## config.mk

```make
export PLATFORM = sky130hd
export DESIGN_NAME = mts_core
export DESIGN_NICKNAME = d
export VERILOG_FILES = /design/src/hw/rtl/mts_pkg.sv /design/src/hw/rtl/mts_core.sv
export VERILOG_INCLUDE_DIRS = /design/src /design/src/hw/rtl
export SDC_FILE = /design/constraint.sdc
export NUM_CORES = 1
export LEC_CHECK = 0
export BUFFER_PORTS_ARGS = -buffer_cell sky130_fd_sc_hd__buf_2
export CAP_MARGIN = 10
export CELL_PAD_IN_SITES_DETAIL_PLACEMENT = 0
export CELL_PAD_IN_SITES_GLOBAL_PLACEMENT = 1
export CORE_ASPECT_RATIO = 1.4
export CORE_MARGIN = 10
export CORE_UTILIZATION = 41
export DETAILED_ROUTE_END_ITERATION = 7
export HOLD_SLACK_MARGIN = 0.15
export PLACE_DENSITY = 0.75
export REMOVE_ABC_BUFFERS = 1
export SLEW_MARGIN = 20
export SYNTH_ARGS = -nofsm -noshare
export SYNTH_HDL_FRONTEND = slang
export SYNTH_SLANG_ARGS = --single-unit
```

## constraint.sdc

```tcl
create_clock -name clk -period 4.1 [get_ports clk]
set_input_delay 1.025 -clock clk [delete_from_list [all_inputs] [get_ports clk]]
set_output_delay 1.025 -clock clk [all_outputs]
set_load 0.1 [all_outputs]
```

## src/hw/rtl/melody_tone_sequencer_defines.svh

```systemverilog
// Assertion macros shared by the melody tone sequencer RTL
`ifndef MELODY_TONE_SEQUENCER_DEFINES_SVH
`define MELODY_TONE_SEQUENCER_DEFINES_SVH

`ifndef NO_ASSERTIONS

// Check a property on every rising clk edge outside of reset
`define MTS_ASSERT(lbl, prop, msg) \
  lbl: assert property (@(posedge clk) disable iff (!rst_n) (prop)) else $error(msg);

// Check that a condition never holds outside of reset
`define MTS_ASSERT_NEVER(lbl, cond, msg) \
  lbl: assert property (@(posedge clk) disable iff (!rst_n) !(cond)) else $error(msg);

`else

`define MTS_ASSERT(lbl, prop, msg)
`define MTS_ASSERT_NEVER(lbl, cond, msg)

`endif

`endif

```

## src/hw/rtl/mts_pkg.sv

```systemverilog
// Types, operation codes and sizes for the melody tone sequencer
`timescale 1ns / 1ps

package mts_pkg;

  localparam int NOTE_DEPTH   = 256;
  localparam int NOTE_AW      = $clog2(NOTE_DEPTH);
  localparam int MELODY_COUNT = 16;
  localparam int MELODY_AW    = (MELODY_COUNT > 1) ? $clog2(MELODY_COUNT) : 1;

  localparam logic [7:0] GAP_LENGTH = 8'd255;
  localparam logic [7:0] ENDLESS    = 8'd255;

  localparam logic [2:0] OP_TICK      = 3'd0;
  localparam logic [2:0] OP_PLAY      = 3'd1;
  localparam logic [2:0] OP_STOP      = 3'd2;
  localparam logic [2:0] OP_WR_NOTE   = 3'd3;
  localparam logic [2:0] OP_WR_MELODY = 3'd4;

  typedef struct packed {
    logic [2:0]  operation;
    logic [7:0]  index;
    logic [7:0]  start_note;
    logic [15:0] tone_freq_in;
    logic [15:0] note_ticks;
    logic [7:0]  repeats;
  } in_item_t;

  typedef struct packed {
    logic [15:0] tone_freq;
    logic        tone_update;
    logic        playing;
  } out_item_t;

  typedef struct packed {
    logic [15:0] freq;
    logic [15:0] len;
  } note_entry_t;

  typedef struct packed {
    logic               we;
    logic [NOTE_AW-1:0] waddr;
    note_entry_t        wdata;
    logic [NOTE_AW-1:0] raddr;
  } note_req_t;

endpackage

```

## src/hw/rtl/mts_core.sv

```systemverilog
// Player state, melody start table and per-item update logic
`timescale 1ns / 1ps

`include "melody_tone_sequencer_defines.svh"

module mts_core
  import mts_pkg::*;
(
  input  logic        clk,
  input  logic        rst_n,
  input  logic        fire,
  input  in_item_t    item,
  input  note_entry_t entry,
  output out_item_t   result,
  output note_req_t   ram_req
);

  logic [NOTE_AW-1:0] mel_first_r [MELODY_COUNT];

  logic [NOTE_AW-1:0] cur_r, cur_nxt;
  logic [NOTE_AW-1:0] restart_r, restart_nxt;
  logic [15:0]        tick_r, tick_nxt;
  logic [7:0]         rep_r, rep_nxt;
  logic [7:0]         gap_r, gap_nxt;
  logic               active_r, active_nxt;
  logic [15:0]        tone_r, tone_nxt;

  logic [7:0]         rep_dec;
  logic [15:0]        tick_inc;
  logic               update;
  logic [MELODY_AW-1:0] mel_sel;

  assign mel_sel  = item.index[MELODY_AW-1:0];
  assign rep_dec  = (rep_r != ENDLESS) ? (rep_r - 8'd1) : rep_r;
  assign tick_inc = tick_r + 16'd1;

  always_comb begin
    cur_nxt       = cur_r;
    restart_nxt   = restart_r;
    tick_nxt      = tick_r;
    rep_nxt       = rep_r;
    gap_nxt       = gap_r;
    active_nxt    = active_r;
    tone_nxt      = tone_r;
    update        = 1'b0;
    ram_req.we    = 1'b0;
    ram_req.waddr = item.index[NOTE_AW-1:0];
    ram_req.wdata = '{freq: item.tone_freq_in, len: item.note_ticks};
    if (fire) begin
      unique case (item.operation)
        OP_TICK: begin
          if (active_r) begin
            if (gap_r != 8'd0) begin
              gap_nxt = gap_r - 8'd1;
            end else begin
              update = 1'b1;
              if (entry.len == 16'd0) begin
                // end marker: silence, then restart after the gap or stop
                tone_nxt = 16'd0;
                rep_nxt  = rep_dec;
                if (rep_dec != 8'd0) begin
                  cur_nxt = restart_r;
                  gap_nxt = GAP_LENGTH;
                end else begin
                  active_nxt = 1'b0;
                end
              end else begin
                tone_nxt = entry.freq;
                if (tick_inc >= entry.len) begin
                  cur_nxt  = cur_r + NOTE_AW'(1);
                  tick_nxt = 16'd0;
                end else begin
                  tick_nxt = tick_inc;
                end
              end
            end
          end
        end
        OP_PLAY: begin
          cur_nxt     = mel_first_r[mel_sel];
          restart_nxt = mel_first_r[mel_sel];
          tick_nxt    = 16'd0;
          rep_nxt     = (item.repeats == 8'd0) ? ENDLESS : item.repeats;
          gap_nxt     = 8'd0;
          active_nxt  = 1'b1;
        end
        OP_STOP: begin
          active_nxt = 1'b0;
        end
        OP_WR_NOTE: begin
          ram_req.we = 1'b1;
        end
        OP_WR_MELODY: begin
        end
        default: begin
        end
      endcase
    end
    // read ahead at the next note so the entry lines up with cur_r
    ram_req.raddr = cur_nxt;
    result = '{tone_freq: tone_nxt, tone_update: update, playing: active_nxt};
  end

  always_ff @(posedge clk) begin
    if (!rst_n) begin
      cur_r     <= '0;
      restart_r <= '0;
      tick_r    <= '0;
      rep_r     <= '0;
      gap_r     <= '0;
      active_r  <= 1'b0;
      tone_r    <= '0;
    end else begin
      cur_r     <= cur_nxt;
      restart_r <= restart_nxt;
      tick_r    <= tick_nxt;
      rep_r     <= rep_nxt;
      gap_r     <= gap_nxt;
      active_r  <= active_nxt;
      tone_r    <= tone_nxt;
    end
  end

  always_ff @(posedge clk) begin
    if (fire && (item.operation == OP_WR_MELODY)) begin
      mel_first_r[mel_sel] <= item.start_note[NOTE_AW-1:0];
    end
  end

  `MTS_ASSERT(a_gap_has_repeats, (gap_r != 8'd0) |-> (rep_r != 8'd0), "gap pending with no repeats left")
  `MTS_ASSERT(a_play_starts_clean, (fire && (item.operation == OP_PLAY)) |=> (active_r && (gap_r == 8'd0) && (tick_r == 16'd0)), "play did not start cleanly")
  `MTS_ASSERT_NEVER(a_idle_no_update, fire && !active_r && update, "tone update while idle")

endmodule

```

==> flow_metrics.env, run 1 <==
export IMPL_gr_max_usage_layer="met2"
export IMPL_initial_core_util=0.4183
export IMPL_syn_area_mm2=0.009458
export IMPL_rr_worst_depth=19
export IMPL_whs_ps=459.5
export IMPL_final_common_cell="buf_4"
export IMPL_worstPathCellList="ha_4, and3_4, and3_4, and2_4, nand3_4, xnor2_2, ha_1, and4_1, a221oi_2, buf_4, a31oi_1, buf_4, a221o_1, a211oi_2, buf_12"
export IMPL_initialDrtViolationCount=494
export IMPL_ys_warn_count=0
export IMPL_dp_cells=1231
export IMPL_synth_cell_types=70
export IMPL_viasPerCell=5.495
export IMPL_placed_cell_area_mm2=0.01090
export IMPL_p_per_area_mw_per_mm2=352.3
export IMPL_fillers=2003
export IMPL_period_minus_slack_ps=4716
export IMPL_end_kind="output port"
export IMPL_globalRouteOverflowTotal=0
export IMPL_violations="negative setup slack"
export IMPL_use_met3=0.05070
export IMPL_finClkSkew_ps=14.11
export IMPL_fmax_mhz=212.0
export IMPL_dieArea_mm2=0.02963
export IMPL_htree_levels=4
export IMPL_reg2reg_slack_ps=770
export IMPL_synth_edf_count=128
export IMPL_rsz0062_at_grt="true"
export IMPL_postRouteAntennaNets=0
export IMPL_io_buffers=88
export IMPL_hpwlAfterDp_um=18450
export IMPL_fp_row_count=65
export IMPL_status="finished, violations left"
export IMPL_async_reset_ff_frac=0
export IMPL_clk_path_buf_depth=2
export IMPL_critical_path_startpoint="tick_r[0]"
export IMPL_cts_sinks=193
export IMPL_layout_setup_ws_ps=-616.2
export IMPL_drive_gt1_frac=0.3679
export IMPL_firstDrtPassIters=6
export IMPL_track_usage=0.1716
export IMPL_grt_pass1_vias=7148
export IMPL_cp_start_kind="register"
export IMPL_synth_cells=810
export IMPL_crit_required_ps=3070
export IMPL_root_buffer="clkbuf_16"
export IMPL_drv_slew=0
export IMPL_nets=1076
export IMPL_antenna_found_initial=0
export IMPL_drc=0
export IMPL_vias=7001
export IMPL_coreArea_mm2=0.02261
export IMPL_crit_arrival_ps=3690
export IMPL_syn2layout_area_growth_pct=26.72
export IMPL_cts_tree="yes"
export IMPL_ys_flop_type="edfxtp_1"
export IMPL_numCtsBuffers=17
export IMPL_ys_seq_area_frac=0.5440
export IMPL_timing_rr_start="tick_r[0]"
export IMPL_worstSetupPathType="reg -> out"
export IMPL_ys_ff_latch=193
export IMPL_worstPathMaxFanout=6
export IMPL_synth_top_area_cell="edfxtp_1"
export IMPL_final_cell_mix="buf_4, edfxtp_1, nand2_1"
export IMPL_grt_pass1_wl_um=39680
export IMPL_antenna_diode_count=0
export IMPL_setup_violations=8
export IMPL_gp_congestion=0.8737
export IMPL_maxSlewHeadroom=0.4153
export IMPL_ios=161
export IMPL_wire_per_inst_um=20.02
export IMPL_cap_viol_max_count=0
export IMPL_clk_pin_slew_ps=80
export IMPL_ctsHoldBuffers=0
export IMPL_die_y_um=199.7
export IMPL_ys_top_cells_by_area="edfxtp_1, dfxtp_1, mux4_2"
export IMPL_finalPower_w=0.004223
export IMPL_crit_end="ram_req[1]"
export IMPL_min_period_over_period=1.150
export IMPL_synth_avg_cell_area_um2=11.68
export IMPL_dieWidth_um=148.4
export IMPL_hold_depth=2
export IMPL_globalRouteMet2Util=0.3008
export IMPL_clk_latency_ps=450
export IMPL_p_leak_nw=4.626
export IMPL_met1_usage=0.1970
export IMPL_crit_cells=15
export IMPL_finalWirelength_um=25510
export IMPL_min_path_type="reg -> reg"
export IMPL_cp_slowest_cell="dfxtp_4"
export IMPL_timing_critical_path_buf_inv=3
export IMPL_worst_pin_slew_ps=873.9
export IMPL_critPathTopFamily="compound AO/OA/AOI/OAI gates"
export IMPL_fin_area_mm2=0.01199
export IMPL_instances_no_fill=1274
export IMPL_hold_viol_final=0
export IMPL_yosysTopAreaCellShare=0.4064
export IMPL_slowest_delay_ps=370
export IMPL_ir_drop_v=0.0003081
export IMPL_post_place_ws_ps=-408.0
export IMPL_r2r_end="cur_r[2]"
export IMPL_grt_max_degree=31
-- metrics by stage --
stage,setup TNS [ps],util
detailed placement,-2840,0.4823
global placement,-2853,0.4823
CTS,-4574,0.5201
finish,-4236,0.5301
floorplan,-14100,-
global route,-5473,0.5301
-- cells by family after synthesis --
kind of cell | synth area share
simple gates | 0.1425
flops | 0.5440
compound gates | 0.1069
buf+inv | 0.06522
mux | 0.09657
fa+ha+maj | 0.02910
xor+xnor | 0.01574
-- metal layers --
layer | vias to the layer above | part of all wire
met5 | - | 0.0013
met4 | 2 | 0.014
met3 | 29 | 0.066
met2 | 226 | 0.51
met1 | 3444 | 0.41
li1 | 3300 | -
-- synth_stat cells, drive strengths merged (3+ instances only) --
cell    number
a211o        3
a211oi       7
a21oi       52
a22o         8
a22oi        9
a31oi       13
and2        16
and3        13
and4         4
buf         52
clkbuf      30
dfxtp       65
edfxtp     128
ha          22
inv         31
mux2i        8
mux4        36
nand2       76
nand2b       8
nand3       37
nand3b       3
nand4       11
nor2        50
nor2b        5
nor3        20
nor4         7
o211ai       8
o21ai       22
o221a        3
or2          3
or3          8
or4          3
xnor2       12
xor2         5
-- state kept, by name, indices dropped and copies added, names as in the netlist --
name / cells
active_r: 1
tone_r: 16
restart_r: 8
tick_r: 16
gap_r: 8
mel_first_r: 128
rep_r: 8
cur_r: 8
-- power by group --
| group | internal [W] | total, W | switching (W) |
|---|---|---|---|
| registers | 0.00208 | 0.00209 | 0.0000108 |
| clock network | 0.000866 | 0.00177 | 0.000909 |
| logic | 0.000146 | 0.000358 | 0.000212 |
| total | 0.00309 | 0.00422 | 0.00113 |
-- how the worst min path moves through the flow --
stage | start | end | slack, ps
CTS | restart_r[7] | restart_r[7] | 460
detailed placement | restart_r[7] | restart_r[7] | 450
global placement | restart_r[7] | restart_r[7] | 440
finish | restart_r[7] | restart_r[7] | 460
global route | restart_r[7] | restart_r[7] | 470
floorplan | restart_r[6] | restart_r[6] | 430
-- cell type report --
cell class,count,area [µm²],area share
timing repair buffer,213,1680,0.1402
multi-input combinational,503,4005,0.3342
clock inverter,15,219.0,0.01827
clock buffer,17,425.4,0.03549
tap,301,376.6,0.03142
inverter,32,120.1,0.01002
sequential,193,5159,0.4304
-- worst min-delay path, stage by stage, from the launching register on --
cell,delay [ps]
dfxtp_1,310
nand2_1,50
a21oi_1,50
-- repair_timing --
item | CTS | global route
setup buffers | 5 | 7
setup endpoints to repair | 15 | 25
pin swaps | 29 | 28
gates resized for setup | 45 | 41
Power figures use the tool's default switching activity.
==> run 2, diff against run 1 <==
Settings changed: SETUP_SLACK_MARGIN set to 0.5.
==> flow_metrics.env, run 2 (synthesis gave the netlist of run 1 again) <==
export IMPL_die_y_um=199.7
export IMPL_cp_slowest_cell="dfxtp_4"
export IMPL_ir_drop_v=0.0003090
export IMPL_final_cell_mix="edfxtp_1, buf_4, buf_2"
export IMPL_wire_per_inst_um=20.43
export IMPL_min_path_type="reg -> reg"
export IMPL_p_per_area_mw_per_mm2=335.4
export IMPL_regMostFlops="mel_first_r"
export IMPL_timing_critical_path_buf_inv=3
export IMPL_grt_max_degree=31
export IMPL_fmax_mhz=212.5
export IMPL_worstSetupPathType="reg -> out"
export IMPL_largest_register_ff_count=128
export IMPL_finClkSkew_ps=15.53
export IMPL_instances_no_fill=1287
export IMPL_ctsHoldBuffers=0
export IMPL_initial_core_util=0.4183
export IMPL_htree_levels=4
export IMPL_hpwlAfterDp_um=18450
export IMPL_nets=1089
export IMPL_globalRouteOverflowTotal=0
export IMPL_drive_gt1_frac=0.4260
export IMPL_placed_cell_area_mm2=0.01090
export IMPL_crit_required_ps=3070
export IMPL_ios=161
export IMPL_p_leak_nw=4.797
export IMPL_setup_violations=8
export IMPL_fillers=1919
export IMPL_clk_path_buf_depth=2
export IMPL_firstDrtPassIters=7
export IMPL_status="finished, violations left"
export IMPL_min_period_over_period=1.148
export IMPL_fp_row_count=65
export IMPL_viasPerCell=5.511
export IMPL_clock_power_share=0.419
export IMPL_utilization=0.5613
export IMPL_dp_cells=1231
export IMPL_worstPathMaxFanout=6
export IMPL_initialDrtViolationCount=475
export IMPL_p_comb_frac=0.091
export IMPL_track_usage=0.1752
export IMPL_worst_pin_slew_ps=855.7
export IMPL_root_buffer="clkbuf_16"
export IMPL_worstPathCellList="ha_4, and3_4, and3_4, and2_4, nand3_4, xnor2_2, ha_1, and4_1, a221oi_2, buf_4, a31oi_1, buf_4, a221o_1, a211oi_2, buf_12"
export IMPL_coreArea_mm2=0.02261
export IMPL_seqPwrFrac=0.491
export IMPL_end_kind="output port"
export IMPL_fin_area_mm2=0.01269
export IMPL_swShare=0.2703
export IMPL_antenna_found_initial=0
export IMPL_final_common_cell="edfxtp_1"
export IMPL_numCtsBuffers=17
export IMPL_grt_pass1_vias=7291
export IMPL_cts_sinks=193
export IMPL_hold_viol_final=0
export IMPL_top_regs="mel_first_r: 128 flops, tick_r: 16 flops, tone_r: 16 flops"
export IMPL_rsz0062_at_grt="true"
export IMPL_crit_arrival_ps=3680
export IMPL_cap_viol_max_count=0
export IMPL_period_minus_slack_ps=4706
export IMPL_cts_tree="yes"
export IMPL_switching_power_w=0.001151
export IMPL_maxSlewHeadroom=0.4274
export IMPL_violations="negative setup slack"
export IMPL_clk_latency_ps=450
export IMPL_io_buffers=88
export IMPL_drv_slew=0
export IMPL_gp_congestion=0.8737
export IMPL_multi_input_area_mm2=0.004388
export IMPL_drc=0
export IMPL_layout_setup_ws_ps=-606.0
export IMPL_critPathTopFamily="compound AO/OA/AOI/OAI gates"
export IMPL_dieWidth_um=148.4
export IMPL_syn2layout_area_growth_pct=34.18
export IMPL_clk_pin_slew_ps=80
export IMPL_finalWirelength_um=26290
export IMPL_reg2reg_slack_ps=730
export IMPL_internal_power_w=0.003106
export IMPL_postRouteAntennaNets=0
export IMPL_vias=7093
export IMPL_slowest_delay_ps=370
export IMPL_antenna_diode_count=0
export IMPL_cp_start_kind="register"
export IMPL_grt_pass1_wl_um=40560
export IMPL_ff_latch_area_mm2=0.005170
export IMPL_dieArea_mm2=0.02963
-- run 2: cell types whose count changed in the layout (fill, tap and decap cells not counted), sizes merged --
cell,before,now
buf,212,226
clkbuf,18,17
-- run 2: timing repair --
item | 4_1_cts | 5_1_grt
pin swaps | 43 | 32
gates cloned | 1 | 0
setup buffers | 15 | 8
setup endpoints to repair | 26 | 26
gates resized for setup | 140 | 81
-- run 2: worst paths after layout --
check,start,endpoint,depth (start not counted)
setup / recovery,tick_r[0],ram_req[1],15
hold reg to reg,restart_r[7],restart_r[7],2
hold / removal,restart_r[7],restart_r[7],2
setup reg to reg,tick_r[0],cur_r[2],19
-- run 2: tightest hold or removal path, delay by kind of cell (launching register included) --
family / cells / cell delay, ps
simple gates: 1 / 50
compound gates: 1 / 50
flops: 1 / 310
-- run 2: through the flow --
stage	power (W)	setup WS [ps]	hold slack (ps)	TNS (ps)
after global routing	0.004395	-797.1	471.7	-5768
after global placement	0.002480	-429.7	442.3	-2853
after detailed placement	0.002484	-408.0	446.1	-2840
after floorplan	0.002298	-1838	432.9	-14100
final	0.004257	-606.0	461.3	-4261
after CTS	0.004271	-642.6	457.2	-4574
-- run 2: power groups by stage --
stage | combinational, W | sequential, W | clock, W
2_1_floorplan | 0.000164 | 0.00213 | 0
3_3_place_gp | 0.000345 | 0.00214 | 0
3_5_place_dp | 0.000349 | 0.00214 | 0
4_1_cts | 0.000378 | 0.00209 | 0.00180
5_1_grt | 0.000418 | 0.00209 | 0.00189
6_report | 0.000385 | 0.00209 | 0.00178
-- run 2: final cells by class --
cell class | count | area share
flip-flops and latches | 193 | 0.4074
inverters | 32 | 0.01006
multi-input cells | 503 | 0.3458
repair buffers | 226 | 0.1564
clock buffers | 17 | 0.03352
clock inverters | 15 | 0.01725
well taps | 301 | 0.02968
-- run 2: layer usage --
metal  track usage  wire, µm  up-vias
met5       0.01546        34        -
met4       0.05776       490        2
met3       0.04934      1657       31
met2        0.3068     13760      227
met1        0.2005     10350     3511
li1              -         -     3322
